**src/rtl/eepr_pkg.sv**
```systemverilog
// ----------------------------------------------------------------------------
// eepr_pkg
// Shared types and constants for the serial EEPROM page sequencer.
// ----------------------------------------------------------------------------
package eepr_pkg;

    localparam int PAGE_BYTES_DEF = 64;
    localparam int PAGE_COUNT_DEF = 512;
    localparam int QUEUE_DEPTH    = 2;

    localparam logic [7:0] DEV_RD_BIT = 8'h01;
    localparam logic [7:0] DEV_WR_MASK = 8'hFE;
    localparam logic [7:0] DEV_ADDR_RST = 8'd160;

    typedef enum logic [2:0] {
        SYM_START   = 3'd0,
        SYM_SEND    = 3'd1,
        SYM_RX_ACK  = 3'd2,
        SYM_RX_NACK = 3'd3,
        SYM_STOP    = 3'd4,
        SYM_WAIT    = 3'd5,
        SYM_NONE    = 3'd6
    } sym_t;

    typedef enum logic [1:0] {
        ST_OK    = 2'd0,
        ST_NACK  = 2'd1,
        ST_RANGE = 2'd2
    } status_t;

    // Symbol slots in bus order; one descriptor mask bit per slot.
    typedef enum logic [3:0] {
        SLOT_NONE   = 4'd0,
        SLOT_START  = 4'd1,
        SLOT_DEV_W  = 4'd2,
        SLOT_ADDR_H = 4'd3,
        SLOT_ADDR_L = 4'd4,
        SLOT_RSTART = 4'd5,
        SLOT_DEV_R  = 4'd6,
        SLOT_DATA   = 4'd7,
        SLOT_STOP   = 4'd8,
        SLOT_WAIT   = 4'd9
    } slot_t;

    localparam int SLOT_N = 10;

    typedef struct packed {
        logic [SLOT_N-1:0] mask;
        status_t           status;
        logic              is_read;
        logic              is_last;
        logic [15:0]       addr;
        logic [7:0]        payload;
    } desc_t;

endpackage

```
**src/rtl/eepr_if.sv**
```systemverilog
// ----------------------------------------------------------------------------
// eepr_req_if / eepr_rsp_if
// Valid/ready channels for request items and bus symbol items.
// ----------------------------------------------------------------------------
interface eepr_req_if;
    logic        valid;
    logic        ready;
    logic        req_type;
    logic [15:0] mem_addr;
    logic [7:0]  data_byte;
    logic [7:0]  rx_byte;
    logic        device_ack;
    logic        first_byte;
    logic        last_byte;

    modport source (
        output valid, req_type, mem_addr, data_byte, rx_byte, device_ack,
               first_byte, last_byte,
        input  ready
    );
    modport sink (
        input  valid, req_type, mem_addr, data_byte, rx_byte, device_ack,
               first_byte, last_byte,
        output ready
    );
endinterface

interface eepr_rsp_if;
    logic       valid;
    logic       ready;
    logic [2:0] bus_symbol;
    logic [7:0] symbol_byte;
    logic [7:0] read_byte;
    logic [1:0] status;
    logic       last_symbol;

    modport source (
        output valid, bus_symbol, symbol_byte, read_byte, status, last_symbol,
        input  ready
    );
    modport sink (
        input  valid, bus_symbol, symbol_byte, read_byte, status, last_symbol,
        output ready
    );
endinterface

```
**src/rtl/eepr_front.sv**
```systemverilog
// ----------------------------------------------------------------------------
// eepr_front
// Accepts request items, tracks address/page/abort state and turns each item
// into a descriptor listing the bus symbols it needs.
// ----------------------------------------------------------------------------
module eepr_front #(
    parameter int PAGE_BYTES = eepr_pkg::PAGE_BYTES_DEF,
    parameter int PAGE_COUNT = eepr_pkg::PAGE_COUNT_DEF
) (
    input  logic            clk,
    input  logic            rst_n,
    eepr_req_if.sink        req,
    output eepr_pkg::desc_t desc,
    output logic            desc_valid,
    input  logic            desc_full
);

    localparam int          OFF_W    = $clog2(PAGE_BYTES);
    localparam logic [18:0] MEM_SIZE = 19'(PAGE_BYTES * PAGE_COUNT);
    localparam logic [13:0] RECIP    = 14'((1 << 16) / PAGE_BYTES);

    // hold stage
    logic        hold_valid_reg;
    logic        h_req_reg;
    logic [15:0] h_addr_reg;
    logic [7:0]  h_data_reg;
    logic [7:0]  h_rx_reg;
    logic        h_ack_reg;
    logic        h_first_reg;
    logic        h_last_reg;
    logic [13:0] h_quot_reg;

    // burst state
    logic [15:0]      cur_addr_reg, cur_addr_next;
    logic [OFF_W-1:0] offset_reg, offset_next;
    logic             page_open_reg, page_open_next;
    logic             aborted_reg, aborted_next;

    logic        push;
    logic [29:0] recip_prod;
    logic [22:0] quot_times_pb;
    logic [22:0] rem_wide;
    logic [9:0]  rem_raw;
    logic [OFF_W-1:0] rem_off;

    logic             first_oor;
    logic [15:0]      cur_in;
    logic [OFF_W-1:0] off_in;
    logic             page_in, ab_in, page_end;
    logic [15:0]      addr_inc;
    logic [OFF_W-1:0] off_inc;

    assign push       = hold_valid_reg && !desc_full;
    assign req.ready  = !hold_valid_reg || push;
    assign desc_valid = hold_valid_reg;

    // quotient estimate of mem_addr / PAGE_BYTES, low by at most one
    assign recip_prod = 30'(req.mem_addr) * 30'(RECIP);

    always_ff @(posedge clk or negedge rst_n)
    begin
        if (!rst_n)
        begin
            hold_valid_reg <= 1'b0;
        end
        else if (req.valid && req.ready)
        begin
            hold_valid_reg <= 1'b1;
        end
        else if (push)
        begin
            hold_valid_reg <= 1'b0;
        end
    end

    always_ff @(posedge clk)
    begin
        if (req.valid && req.ready)
        begin
            h_req_reg   <= req.req_type;
            h_addr_reg  <= req.mem_addr;
            h_data_reg  <= req.data_byte;
            h_rx_reg    <= req.rx_byte;
            h_ack_reg   <= req.device_ack;
            h_first_reg <= req.first_byte;
            h_last_reg  <= req.last_byte;
            h_quot_reg  <= recip_prod[29:16];
        end
    end

    // page offset of the start address
    always_comb
    begin
        quot_times_pb = 23'(h_quot_reg) * 23'(PAGE_BYTES);
        rem_wide      = 23'(h_addr_reg) - quot_times_pb;
        rem_raw       = rem_wide[9:0];
        if (rem_raw >= 10'(PAGE_BYTES))
        begin
            rem_raw = rem_raw - 10'(PAGE_BYTES);
        end
        rem_off = OFF_W'(rem_raw);
    end

    always_comb
    begin
        first_oor = h_first_reg && ({3'b000, h_addr_reg} >= MEM_SIZE);
        cur_in    = h_first_reg ? h_addr_reg : cur_addr_reg;
        off_in    = h_first_reg ? rem_off : offset_reg;
        page_in   = h_first_reg ? 1'b0 : page_open_reg;
        ab_in     = h_first_reg ? 1'b0 : aborted_reg;
        page_end  = (cur_in == 16'hFFFF) || (off_in == OFF_W'(PAGE_BYTES - 1));
        addr_inc  = cur_in + 16'd1;
        off_inc   = page_end ? '0 : off_in + OFF_W'(1);

        desc.mask    = '0;
        desc.status  = eepr_pkg::ST_OK;
        desc.is_read = h_req_reg;
        desc.is_last = h_last_reg;
        desc.addr    = cur_in;
        desc.payload = h_req_reg ? h_rx_reg : h_data_reg;

        cur_addr_next  = cur_in;
        offset_next    = off_in;
        page_open_next = page_in;
        aborted_next   = ab_in;

        if (first_oor)
        begin
            desc.mask[eepr_pkg::SLOT_NONE] = 1'b1;
            desc.status    = eepr_pkg::ST_RANGE;
            cur_addr_next  = cur_addr_reg;
            offset_next    = offset_reg;
            page_open_next = 1'b0;
            aborted_next   = 1'b1;
        end
        else if (ab_in)
        begin
            desc.mask[eepr_pkg::SLOT_NONE] = 1'b1;
        end
        else
        begin
            if (!page_in)
            begin
                desc.mask[eepr_pkg::SLOT_START]  = 1'b1;
                desc.mask[eepr_pkg::SLOT_DEV_W]  = 1'b1;
                desc.mask[eepr_pkg::SLOT_ADDR_H] = 1'b1;
                desc.mask[eepr_pkg::SLOT_ADDR_L] = 1'b1;
                desc.mask[eepr_pkg::SLOT_RSTART] = h_req_reg;
                desc.mask[eepr_pkg::SLOT_DEV_R]  = h_req_reg;
                page_open_next = 1'b1;
            end
            desc.mask[eepr_pkg::SLOT_DATA] = 1'b1;
            if (h_req_reg)
            begin
                cur_addr_next = addr_inc;
                offset_next   = off_inc;
                if (h_last_reg)
                begin
                    desc.mask[eepr_pkg::SLOT_STOP] = 1'b1;
                    page_open_next = 1'b0;
                end
            end
            else if (!h_ack_reg)
            begin
                desc.mask[eepr_pkg::SLOT_STOP] = 1'b1;
                desc.status    = eepr_pkg::ST_NACK;
                aborted_next   = 1'b1;
                page_open_next = 1'b0;
            end
            else
            begin
                cur_addr_next = addr_inc;
                offset_next   = off_inc;
                // last byte or page boundary reached: close the page write
                if (h_last_reg || page_end)
                begin
                    desc.mask[eepr_pkg::SLOT_STOP] = 1'b1;
                    desc.mask[eepr_pkg::SLOT_WAIT] = 1'b1;
                    page_open_next = 1'b0;
                end
            end
        end
    end

    always_ff @(posedge clk or negedge rst_n)
    begin
        if (!rst_n)
        begin
            cur_addr_reg  <= '0;
            offset_reg    <= '0;
            page_open_reg <= 1'b0;
            aborted_reg   <= 1'b0;
        end
        else if (push)
        begin
            cur_addr_reg  <= cur_addr_next;
            offset_reg    <= offset_next;
            page_open_reg <= page_open_next;
            aborted_reg   <= aborted_next;
        end
    end

endmodule

```
**src/rtl/eepr_queue.sv**
```systemverilog
// ----------------------------------------------------------------------------
// eepr_queue
// Small descriptor FIFO between the front and back parts.
// ----------------------------------------------------------------------------
module eepr_queue #(
    parameter int DEPTH = eepr_pkg::QUEUE_DEPTH
) (
    input  logic            clk,
    input  logic            rst_n,
    input  logic            push,
    input  eepr_pkg::desc_t push_data,
    output logic            full,
    input  logic            pop,
    output eepr_pkg::desc_t pop_data,
    output logic            empty
);

    localparam int PTR_W = (DEPTH > 1) ? $clog2(DEPTH) : 1;
    localparam int CNT_W = $clog2(DEPTH + 1);

    eepr_pkg::desc_t  entry_reg [DEPTH];
    logic [PTR_W-1:0] wr_ptr_reg, rd_ptr_reg;
    logic [CNT_W-1:0] count_reg;
    logic             do_push, do_pop;

    assign full     = count_reg == CNT_W'(DEPTH);
    assign empty    = count_reg == '0;
    assign do_push  = push && !full;
    assign do_pop   = pop && !empty;
    assign pop_data = entry_reg[rd_ptr_reg];

    always_ff @(posedge clk)
    begin
        if (do_push)
        begin
            entry_reg[wr_ptr_reg] <= push_data;
        end
    end

    always_ff @(posedge clk or negedge rst_n)
    begin
        if (!rst_n)
        begin
            wr_ptr_reg <= '0;
            rd_ptr_reg <= '0;
            count_reg  <= '0;
        end
        else
        begin
            if (do_push)
            begin
                wr_ptr_reg <= (wr_ptr_reg == PTR_W'(DEPTH - 1)) ? '0 : wr_ptr_reg + PTR_W'(1);
            end
            if (do_pop)
            begin
                rd_ptr_reg <= (rd_ptr_reg == PTR_W'(DEPTH - 1)) ? '0 : rd_ptr_reg + PTR_W'(1);
            end
            if (do_push && !do_pop)
            begin
                count_reg <= count_reg + CNT_W'(1);
            end
            else if (do_pop && !do_push)
            begin
                count_reg <= count_reg - CNT_W'(1);
            end
        end
    end

endmodule

```
**src/rtl/eepr_back.sv**
```systemverilog
// ----------------------------------------------------------------------------
// eepr_back
// Walks a descriptor's slot mask and emits one bus symbol item per cycle,
// unless rsp.ready or an empty queue holds it, via a registered output stage.
// ----------------------------------------------------------------------------
module eepr_back (
    input  logic            clk,
    input  logic            rst_n,
    input  eepr_pkg::desc_t q_data,
    input  logic            q_empty,
    output logic            q_pop,
    input  logic [7:0]      dev_addr,
    eepr_rsp_if.source      rsp
);

    eepr_pkg::desc_t               act_reg;
    logic [eepr_pkg::SLOT_N-1:0]   rem_reg;
    logic [eepr_pkg::SLOT_N-1:0]   low_bit, rem_after;
    eepr_pkg::slot_t               slot;
    logic                          have, emit_ok, emit;

    logic       out_valid_reg;
    logic [2:0] out_sym_reg;
    logic [7:0] out_sbyte_reg;
    logic [7:0] out_rbyte_reg;
    logic [1:0] out_status_reg;
    logic       out_last_reg;

    eepr_pkg::sym_t    sym;
    logic [7:0]        sbyte, rbyte;
    eepr_pkg::status_t st;

    assign have      = rem_reg != '0;
    assign low_bit   = rem_reg & (-rem_reg);
    assign rem_after = rem_reg & ~low_bit;
    assign emit_ok   = !out_valid_reg || rsp.ready;
    assign emit      = emit_ok && have;
    assign q_pop     = !q_empty && (!have || (emit && rem_after == '0));

    always_comb
    begin
        slot = eepr_pkg::SLOT_NONE;
        for (int i = 0; i < eepr_pkg::SLOT_N; i++)
        begin
            if (low_bit[i])
            begin
                slot = eepr_pkg::slot_t'(4'(i));
            end
        end
    end

    always_comb
    begin
        sym   = eepr_pkg::SYM_NONE;
        sbyte = 8'h00;
        rbyte = 8'h00;
        st    = eepr_pkg::ST_OK;
        unique case (slot) inside
            eepr_pkg::SLOT_NONE:
            begin
                st = act_reg.status;
            end
            eepr_pkg::SLOT_START, eepr_pkg::SLOT_RSTART:
            begin
                sym = eepr_pkg::SYM_START;
            end
            eepr_pkg::SLOT_DEV_W:
            begin
                sym   = eepr_pkg::SYM_SEND;
                sbyte = dev_addr & eepr_pkg::DEV_WR_MASK;
            end
            eepr_pkg::SLOT_DEV_R:
            begin
                sym   = eepr_pkg::SYM_SEND;
                sbyte = dev_addr | eepr_pkg::DEV_RD_BIT;
            end
            eepr_pkg::SLOT_ADDR_H:
            begin
                sym   = eepr_pkg::SYM_SEND;
                sbyte = act_reg.addr[15:8];
            end
            eepr_pkg::SLOT_ADDR_L:
            begin
                sym   = eepr_pkg::SYM_SEND;
                sbyte = act_reg.addr[7:0];
            end
            eepr_pkg::SLOT_DATA:
            begin
                if (act_reg.is_read)
                begin
                    sym   = act_reg.is_last ? eepr_pkg::SYM_RX_NACK : eepr_pkg::SYM_RX_ACK;
                    rbyte = act_reg.payload;
                end
                else
                begin
                    sym   = eepr_pkg::SYM_SEND;
                    sbyte = act_reg.payload;
                end
            end
            eepr_pkg::SLOT_STOP:
            begin
                sym = eepr_pkg::SYM_STOP;
                st  = act_reg.status;
            end
            eepr_pkg::SLOT_WAIT:
            begin
                sym = eepr_pkg::SYM_WAIT;
            end
            default:
            begin
                sym = eepr_pkg::SYM_NONE;
            end
        endcase
    end

    always_ff @(posedge clk or negedge rst_n)
    begin
        if (!rst_n)
        begin
            rem_reg <= '0;
        end
        else if (q_pop)
        begin
            rem_reg <= q_data.mask;
        end
        else if (emit)
        begin
            rem_reg <= rem_after;
        end
    end

    always_ff @(posedge clk)
    begin
        if (q_pop)
        begin
            act_reg <= q_data;
        end
    end

    always_ff @(posedge clk or negedge rst_n)
    begin
        if (!rst_n)
        begin
            out_valid_reg <= 1'b0;
        end
        else if (emit)
        begin
            out_valid_reg <= 1'b1;
        end
        else if (rsp.ready)
        begin
            out_valid_reg <= 1'b0;
        end
    end

    always_ff @(posedge clk)
    begin
        if (emit)
        begin
            out_sym_reg    <= sym;
            out_sbyte_reg  <= sbyte;
            out_rbyte_reg  <= rbyte;
            out_status_reg <= st;
            out_last_reg   <= rem_after == '0;
        end
    end

    assign rsp.valid       = out_valid_reg;
    assign rsp.bus_symbol  = out_sym_reg;
    assign rsp.symbol_byte = out_sbyte_reg;
    assign rsp.read_byte   = out_rbyte_reg;
    assign rsp.status      = out_status_reg;
    assign rsp.last_symbol = out_last_reg;

endmodule

```
**src/rtl/i2c_eeprom_page_sequencer_unit.sv**
```systemverilog
// An item's first bus symbol passes the hold stage, queue, descriptor load and
// output register after acceptance; 1 to 8 symbols per item. Throughput: one
// symbol per cycle from the back end unless rsp.ready stalls it; an item that
// reaches a drained queue is loaded before its symbols start. The front takes
// an item per cycle unless the queue is full.
// Reset clears address, page and abort state and sets the device address to 160.
// ----------------------------------------------------------------------------
// i2c_eeprom_page_sequencer_unit
// Serial EEPROM page write/read bus-symbol sequencer: front classifier,
// descriptor queue and symbol emitter.
// ----------------------------------------------------------------------------
module i2c_eeprom_page_sequencer_unit #(
    parameter int PAGE_BYTES = eepr_pkg::PAGE_BYTES_DEF,
    parameter int PAGE_COUNT = eepr_pkg::PAGE_COUNT_DEF
) (
    input  logic       clk,
    input  logic       rst_n,
    eepr_req_if.sink   req,
    eepr_rsp_if.source rsp,
    input  logic       cfg_we,
    input  logic [7:0] cfg_wdata
);

    logic [7:0]      dev_addr_reg;
    eepr_pkg::desc_t front_desc, q_data;
    logic            front_valid, q_full, q_empty, q_pop;

    always_ff @(posedge clk or negedge rst_n)
    begin
        if (!rst_n)
        begin
            dev_addr_reg <= eepr_pkg::DEV_ADDR_RST;
        end
        else if (cfg_we)
        begin
            dev_addr_reg <= cfg_wdata;
        end
    end

    eepr_front #(
        .PAGE_BYTES (PAGE_BYTES),
        .PAGE_COUNT (PAGE_COUNT)
    ) u_front (
        .clk        (clk),
        .rst_n      (rst_n),
        .req        (req),
        .desc       (front_desc),
        .desc_valid (front_valid),
        .desc_full  (q_full)
    );

    eepr_queue #(
        .DEPTH (eepr_pkg::QUEUE_DEPTH)
    ) u_queue (
        .clk       (clk),
        .rst_n     (rst_n),
        .push      (front_valid),
        .push_data (front_desc),
        .full      (q_full),
        .pop       (q_pop),
        .pop_data  (q_data),
        .empty     (q_empty)
    );

    eepr_back u_back (
        .clk      (clk),
        .rst_n    (rst_n),
        .q_data   (q_data),
        .q_empty  (q_empty),
        .q_pop    (q_pop),
        .dev_addr (dev_addr_reg),
        .rsp      (rsp)
    );

endmodule
```
**src/flat_wrapper.sv**
```systemverilog
// flat-port wrapper written by rule: the top's interface ports become plain ports
module i2c_eeprom_page_sequencer_unit_flat 
#(
    parameter int PAGE_BYTES = eepr_pkg::PAGE_BYTES_DEF,
    parameter int PAGE_COUNT = eepr_pkg::PAGE_COUNT_DEF
)
  (clk, rst_n, cfg_we, cfg_wdata, req_valid, req_req_type, req_mem_addr, req_data_byte, req_rx_byte, req_device_ack, req_first_byte, req_last_byte, req_ready, rsp_valid, rsp_bus_symbol, rsp_symbol_byte, rsp_read_byte, rsp_status, rsp_last_symbol, rsp_ready);
  eepr_req_if req_i ();
  eepr_rsp_if rsp_i ();
  input  logic clk;
  input  logic rst_n;
  input  logic cfg_we;
  input  logic [7:0] cfg_wdata;
  input wire logic [$bits(req_i.valid)-1:0] req_valid;
  input wire logic [$bits(req_i.req_type)-1:0] req_req_type;
  input wire logic [$bits(req_i.mem_addr)-1:0] req_mem_addr;
  input wire logic [$bits(req_i.data_byte)-1:0] req_data_byte;
  input wire logic [$bits(req_i.rx_byte)-1:0] req_rx_byte;
  input wire logic [$bits(req_i.device_ack)-1:0] req_device_ack;
  input wire logic [$bits(req_i.first_byte)-1:0] req_first_byte;
  input wire logic [$bits(req_i.last_byte)-1:0] req_last_byte;
  output wire logic [$bits(req_i.ready)-1:0] req_ready;
  output wire logic [$bits(rsp_i.valid)-1:0] rsp_valid;
  output wire logic [$bits(rsp_i.bus_symbol)-1:0] rsp_bus_symbol;
  output wire logic [$bits(rsp_i.symbol_byte)-1:0] rsp_symbol_byte;
  output wire logic [$bits(rsp_i.read_byte)-1:0] rsp_read_byte;
  output wire logic [$bits(rsp_i.status)-1:0] rsp_status;
  output wire logic [$bits(rsp_i.last_symbol)-1:0] rsp_last_symbol;
  input wire logic [$bits(rsp_i.ready)-1:0] rsp_ready;
  assign req_i.valid = req_valid;
  assign req_i.req_type = req_req_type;
  assign req_i.mem_addr = req_mem_addr;
  assign req_i.data_byte = req_data_byte;
  assign req_i.rx_byte = req_rx_byte;
  assign req_i.device_ack = req_device_ack;
  assign req_i.first_byte = req_first_byte;
  assign req_i.last_byte = req_last_byte;
  assign req_ready = req_i.ready;
  assign rsp_valid = rsp_i.valid;
  assign rsp_bus_symbol = rsp_i.bus_symbol;
  assign rsp_symbol_byte = rsp_i.symbol_byte;
  assign rsp_read_byte = rsp_i.read_byte;
  assign rsp_status = rsp_i.status;
  assign rsp_last_symbol = rsp_i.last_symbol;
  assign rsp_i.ready = rsp_ready;
  i2c_eeprom_page_sequencer_unit #(.PAGE_BYTES(PAGE_BYTES), .PAGE_COUNT(PAGE_COUNT)) u_core (.clk(clk), .rst_n(rst_n), .req(req_i), .rsp(rsp_i), .cfg_we(cfg_we), .cfg_wdata(cfg_wdata));
endmodule
```
**config.mk**
```make
export PLATFORM = sky130hd
export DESIGN_NAME = i2c_eeprom_page_sequencer_unit_flat
export DESIGN_NICKNAME = d
export VERILOG_FILES = /design/src/rtl/eepr_pkg.sv /design/src/rtl/eepr_if.sv /design/src/rtl/eepr_front.sv /design/src/rtl/eepr_queue.sv /design/src/rtl/eepr_back.sv /design/src/rtl/i2c_eeprom_page_sequencer_unit.sv /design/src/flat_wrapper.sv
export SDC_FILE = /design/constraint.sdc
export NUM_CORES = 1
export LEC_CHECK = 0
export ABC_AREA = 1
export ABC_CLOCK_PERIOD_IN_PS = 5030
export BUFFER_PORTS_ARGS = -buffer_cell sky130_fd_sc_hd__buf_2
export CAP_MARGIN = 25
export CORE_MARGIN = 5
export CORE_UTILIZATION = 55
export CTS_BUF_LIST = sky130_fd_sc_hd__clkbuf_2 sky130_fd_sc_hd__clkbuf_4 sky130_fd_sc_hd__clkbuf_8
export DETAILED_ROUTE_END_ITERATION = 16
export PLACE_DENSITY = 0.73
export SYNTH_ARGS = -nofsm -noshare
export SYNTH_HDL_FRONTEND = slang
export SYNTH_HIERARCHICAL = 1
export SYNTH_SLANG_ARGS = --single-unit
```
**constraint.sdc**
```tcl
create_clock -name clk -period 5.03 [get_ports clk]
set_input_delay 0.2515 -clock clk [delete_from_list [all_inputs] [get_ports clk]]
set_output_delay 0.2515 -clock clk [all_outputs]
set_load 0.03 [all_outputs]
```
==> results of run 1 <==
worst paths after layout:
check                      cells past startpoint                         endpoint  slack (ns)                     start
max                                           14      u_core/u_queue/count_reg[1]        2.27  u_core/u_back/rem_reg[0]
min                                            3           u_core/dev_addr_reg[7]        0.03                    cfg_we
max reg2reg                                   14      u_core/u_queue/count_reg[1]        2.27  u_core/u_back/rem_reg[0]
min reg2reg                                    2           u_core/dev_addr_reg[7]        0.47    u_core/dev_addr_reg[7]
max in group asynchronous                      3      u_core/u_queue/count_reg[0]        4.15                     rst_n
min in group asynchronous                      3  u_core/u_front/cur_addr_reg[13]        0.43                     rst_n
area by class of cell:
type                       count  area, um^2  area share (%)
sequential                   209        6040            55.8
multi-input combinational    536        2530            23.4
timing repair buffer         124         881            8.13
clock buffer                  51         621            5.73
inverter                      88         330            3.05
tap                          220         275            2.54
clock inverter                11         150            1.39
worst reg2reg max path, delay by kind of cell (launching register included):
kind	cells	cell delay, ns
AO/OA/AOI/OAI	2	0.40
adder cells (fa/ha/maj)	1	0.34
buffers and inverters	2	0.43
flip-flops	1	0.43
AND/OR/NAND/NOR	9	1.05
power by group through the flow:
| stage | Combinational (uW) | Sequential, uW | Clock (uW) |
|---|---|---|---|
| after global routing | 2270 | 2960 | 1750 |
| after global placement | 1930 | 2920 | 0 |
| final | 2010 | 2900 | 1630 |
| after floorplan | 1350 | 3060 | 0 |
| after detailed placement | 1980 | 2930 | 0 |
| after CTS | 2010 | 2900 | 1660 |
metrics by stage:
stage	cells	instance area, um^2	power (uW)	hold slack (ns)
2_1_floorplan	857	9070	4410	-0.0441
3_3_place_gp	1130	9580	4850	0.426
3_5_place_dp	1130	9580	4900	0.423
4_1_cts	1238	10800	6570	0.00416
5_1_grt	1239	10800	6980	0.0186
6_report	1239	10800	6530	0.0344
per-layer routing:
metal / up-vias / GRT usage [%] / part of all wire [%]
met3: 48 / 4.25 / 6.0
met5: - / 0 / 0
met4: 0 / 8.22 / 3.3
met2: 176 / 29.5 / 47
met1: 2650 / 24.2 / 44
li1: 3110 / - / -
==> impl_metrics.env, run 1 <==
export IMPL_status="finished clean"
export IMPL_timing_critical_path_required_ns=5.41
export IMPL_drt_drc_violations_left=0
export IMPL_grt_antenna_before_repair=0
export IMPL_layout_commonest_cell="sky130_fd_sc_hd__nand2_1"
export IMPL_cp_start_kind="flip-flop"
export IMPL_cts_tree="built"
export IMPL_share_clk_of_total_power_pct=24.9
export IMPL_crit_arrival_ns=3.14
export IMPL_post_cts_buffers=0
export IMPL_antenna_violating_nets_post_route=0
export IMPL_final_net_count=1046
export IMPL_hpwl_reported_at_the_end_of_detailed_placement_um=10700
export IMPL_post_drt_wl_per_cell_um=13.8
export IMPL_critPathTopFamily="simple AND/OR/NAND/NOR gates"
export IMPL_worst_min_path_class="in2reg"
export IMPL_utilization_pct=66.0
export IMPL_clk_root_buf="sky130_fd_sc_hd__clkbuf_8"
export IMPL_power_leakage_uw=0.00475
export IMPL_timing_setup_tns_ns=0
export IMPL_finalMaxSlewViolations=0
export IMPL_die_area_mm2=0.0192
export IMPL_cp_num_buf_inv=2
export IMPL_max_slew_margin_rel_pct=50.1
export IMPL_sequential_power_share_pct=44.4
export IMPL_worst_path_largest_cell_delay_ns=0.43
export IMPL_dr_total_vias=5984
export IMPL_grt_pass1_vias=5999
export IMPL_chipWidth_um=138
export IMPL_crit_chain="nor2_4 -> nand2_4 -> nor2_4 -> nor2_1 -> nor2_1 -> nand4_1 -> a21oi_2 -> buf_4 -> o21ai_0 -> ha_1 -> inv_1 -> nand3_1 -> nand2_1 -> nand2_1"
export IMPL_deepest_level_of_the_cts_h_tree=2
export IMPL_synthToLayoutAreaGrowth_pct=19.4
export IMPL_fmaxAchievable_ghz=0.362
export IMPL_comb_power_share_pct=30.7
export IMPL_syn_nets=909
export IMPL_switching_power_uw=2280
export IMPL_global_route_wire_length_before_repair_um=28800
export IMPL_die_height_um=138
export IMPL_cts_sinks=209
export IMPL_syn_instance_count=857
export IMPL_switching_share_pct=34.8
export IMPL_hold_buffers=46
export IMPL_cts_buffers=35
export IMPL_routabilityCongestion=0.847
export IMPL_min_period_ns=2.76
export IMPL_post_cts_resized_instances=0
export IMPL_synthesis_area_mm2=0.00907
export IMPL_antenna_diode_count=0
export IMPL_power_per_cell_area_mw_per_mm2=603
export IMPL_end_kind="flip-flop"
export IMPL_largest_register_ffs=76
export IMPL_n_fill_cell=1251
export IMPL_timing_final_ws_setup_ns=2.27
export IMPL_period_share_pct=55.0
export IMPL_detailedRoute_firstPassIterationCount=5
export IMPL_tightest_slew_ns=0.748
export IMPL_worst_setup_path_type="reg2reg"
export IMPL_groute_usage_overall_pct=18.4
export IMPL_clk_latency_ns=0.50
export IMPL_vdd_ir_drop_max_mv=0.312
export IMPL_avgViaCountPerCell=4.83
export IMPL_timing_hold_violations_final=0
export IMPL_drtIter0Drc=380
export IMPL_setup_violations=0
export IMPL_cts_reportedPaths_clkPinSlew_ns=0.06
export IMPL_crit_path_max_fanout=30
export IMPL_pin_count_of_the_biggest_net_entering_global_routing=48
export IMPL_layout_cells_most_common_list="sky130_fd_sc_hd__nand2_1, sky130_fd_sc_hd__edfxtp_1, sky130_fd_sc_hd__inv_1"
export IMPL_avgSynthCellArea_um2=10.6
export IMPL_floorplan_core_area_mm2=0.0164
export IMPL_dp_slack_ns=2.30
export IMPL_io_buffer_count=71
export IMPL_pin_count=73
export IMPL_drive_above_1_share_pct=18.7
export IMPL_skew_ns=0.0170
export IMPL_cell_internal_pwr_uw=4250
export IMPL_number_of_buffers_between_clock_root_and_the_deepest_sink=3
export IMPL_rsz0062_at_grt="no"
export IMPL_gr_total_overflow=0
export IMPL_initial_utilization_pct=55.3
export IMPL_num_rows=47
export IMPL_max_cap_violations=0
export IMPL_yosysWarningCount=6
export IMPL_critical_path_slowest_cell="sky130_fd_sc_hd__dfrtp_1"
export IMPL_total_routed_length_um=17100
Power figures use the tool's default switching activity.
==> run 2, diff against run 1 <==
ABC_CLOCK_PERIOD_IN_PS = 2800   (was 5030)
clock period = 2.8 ns   (was 5.03 ns; I/O delays follow)
==> run 2 against run 1 <==
Against the previous run:
- setup slack worse by 1.8 ns
- non-clock buffer count is 14 higher
- register-to-register slack worse by 1.8 ns
- critical endpoint is now u_core/u_queue/entry_reg[0][36]
- sequential power is 80% higher
- critical path depth is 2 lower
==> impl_metrics.env, run 2 (same netlist as run 1, synthesis figures left out) <==
export IMPL_status="finished clean"
export IMPL_cts_tree="built"
export IMPL_drtIter0Drc=404
export IMPL_globalRouteMet2Util_pct=30.0
export IMPL_min_period_ns=2.37
export IMPL_global_route_wire_length_before_repair_um=28800
export IMPL_period_share_pct=84.6
export IMPL_drt_drc_violations_left=0
export IMPL_worst_min_path_class="in2reg"
export IMPL_cts_reportedPaths_clkPinSlew_ns=0.06
export IMPL_grt_busiest_layer="met2"
export IMPL_power_leakage_uw=0.00476
export IMPL_max_slew_margin_rel_pct=56.0
export IMPL_num_rows=47
export IMPL_groute_usage_overall_pct=18.4
export IMPL_switching_share_pct=36.2
export IMPL_crit_chain="inv_2 -> nand2_1 -> nand2_1 -> ha_1 -> nand3_2 -> nor2_1 -> nand2_1 -> nand2_2 -> nand2_1 -> nand2_1 -> nand2_1 -> nor2_1"
export IMPL_grt_pass1_vias=5901
export IMPL_pin_count_of_the_biggest_net_entering_global_routing=40
export IMPL_deepest_level_of_the_cts_h_tree=2
export IMPL_gr_total_overflow=0
export IMPL_sequential_power_share_pct=45.6
export IMPL_cts_buffers=35
export IMPL_cp_start_kind="flip-flop"
export IMPL_end_kind="flip-flop"
export IMPL_pin_count=73
export IMPL_crit_path_frequent_cell="sky130_fd_sc_hd__nand2_1"
export IMPL_cell_internal_pwr_uw=7290
export IMPL_share_clk_of_total_power_pct=22.3
export IMPL_die_height_um=138
export IMPL_largest_register_ffs=76
export IMPL_floorplan_core_area_mm2=0.0164
export IMPL_layout_cell_area_non_filler_mm2=0.0109
export IMPL_globalRouteMet3Util_pct=4.25
export IMPL_grt_antenna_before_repair=0
export IMPL_comb_power_share_pct=32.1
export IMPL_detailedRoute_firstPassIterationCount=5
export IMPL_startpoint="u_core/u_front/h_first_reg"
export IMPL_worst_path_largest_cell_delay_ns=0.56
export IMPL_antenna_violating_nets_post_route=0
export IMPL_hpwl_reported_at_the_end_of_detailed_placement_um=11600
export IMPL_timing_setup_tns_ns=0
export IMPL_layout_commonest_cell="sky130_fd_sc_hd__nand2_1"
export IMPL_avgViaCountPerCell=4.89
export IMPL_clk_latency_ns=0.52
export IMPL_rr_startpoint="u_core/u_front/h_first_reg"
export IMPL_timing_critical_path_required_ns=3.15
export IMPL_worst_hold_startpoint="cfg_we"
export IMPL_cts_sinks=209
export IMPL_setup_violations=0
export IMPL_dr_total_vias=6132
export IMPL_tightest_slew_ns=0.659
export IMPL_globalRouteMet1Util_pct=25.0
export IMPL_rsz0062_at_grt="no"
export IMPL_post_cts_buffers=0
export IMPL_chipWidth_um=138
export IMPL_routabilityCongestion=0.868
export IMPL_layout_cells_most_common_list="sky130_fd_sc_hd__nand2_1, sky130_fd_sc_hd__edfxtp_1, sky130_fd_sc_hd__inv_1"
export IMPL_skew_ns=0.0138
export IMPL_critical_path_slowest_cell="sky130_fd_sc_hd__edfxtp_1"
export IMPL_max_cap_violations=0
export IMPL_detailed_place_area_mm2=0.00964
export IMPL_fmaxAchievable_ghz=0.422
export IMPL_post_cts_resized_instances=0
export IMPL_finalMaxSlewViolations=0
export IMPL_die_area_mm2=0.0192
export IMPL_total_routed_length_um=17500
export IMPL_synthToLayoutAreaGrowth_pct=19.7
export IMPL_final_net_count=1060
export IMPL_crit_arrival_ns=2.72
export IMPL_worst_setup_path_type="reg2reg"
export IMPL_clk_root_buf="sky130_fd_sc_hd__clkbuf_8"
export IMPL_crit_path_max_fanout=10
export IMPL_rrSetupSlack_ns=0.43
export IMPL_post_drt_wl_per_cell_um=13.9
export IMPL_vdd_ir_drop_max_mv=0.550
export IMPL_hold_buffers=55
export IMPL_io_buffer_count=71
export IMPL_drive_above_1_share_pct=19.0
export IMPL_number_of_buffers_between_clock_root_and_the_deepest_sink=3
export IMPL_power_per_cell_area_mw_per_mm2=1050
export IMPL_timing_hold_violations_final=0
export IMPL_initial_utilization_pct=55.3
export IMPL_antenna_diode_count=0
export IMPL_switching_power_uw=4130
==> run 2: cell count changes in the layout (fill, tap and decap cells not counted), sizes merged <==
cell         delta
buf             +5
bufinv          -4
inv             +2
dlygate4sd3     +9
clkbuf          +1
clkinv          +1
clkinvlp        +1
==> run 2: area by class of cell <==
cell class	instances	area (um^2)
Timing Repair Buffer	138	996
Inverter	88	330
Tap cell	220	275
Multi-Input combinational cell	536	2540
Clock buffer	52	616
Clock inverter	11	55.1
Fill cell	1257	5550
Sequential cell	209	6040
==> run 2: worst max-delay path: cells and delay by family (launching register included) <==
kind | cells | cell delay [ns]
buffers and inverters | 1 | 0.25
adders and majority gates | 1 | 0.27
DFF | 1 | 0.56
and+or+nand+nor | 10 | 1.12
==> run 2: metal layers <==
metal  up-vias  share of wire (%)
li1       3137                  -
met1      2809                 43
met2       167                 49
met3        19                6.4
met4         0                1.2
met5         -                  0
==> run 2: final timing paths <==
kind	endpoint	cells past startpoint
setup reg to reg	u_core/u_queue/entry_reg[0][36]	12
hold / removal	u_core/dev_addr_reg[4]	4
hold reg to reg	u_core/dev_addr_reg[6]	2
setup / recovery	u_core/u_queue/entry_reg[0][36]	12
min in group asynchronous	u_core/u_front/page_open_reg	2
max in group asynchronous	u_core/dev_addr_reg[7]	3
==> run 2: power by group through the flow <==
stage,Sequential [uW],Combinational (uW),Clock (uW)
4_1_cts,5210,3690,2610
3_5_place_dp,5260,3620,0
2_1_floorplan,5490,2450,0
5_1_grt,5310,4100,2780
3_3_place_gp,5220,3530,0
6_report,5210,3670,2540
==> run 2: per-stage QoR <==
step                utilization [%]  setup WS (ns)  hold WS, ns  power, uW  instances
floorplan                         -         0.0200       -0.156       7940        857
global placement               58.7          0.521        0.154       8750       1136
detailed placement             58.7          0.462        0.155       8880       1136
CTS                            66.2          0.445      0.00121      11500       1254
global route                   66.2          0.244       0.0386      12200       1254
finish                         66.2          0.430       0.0273      11400       1254
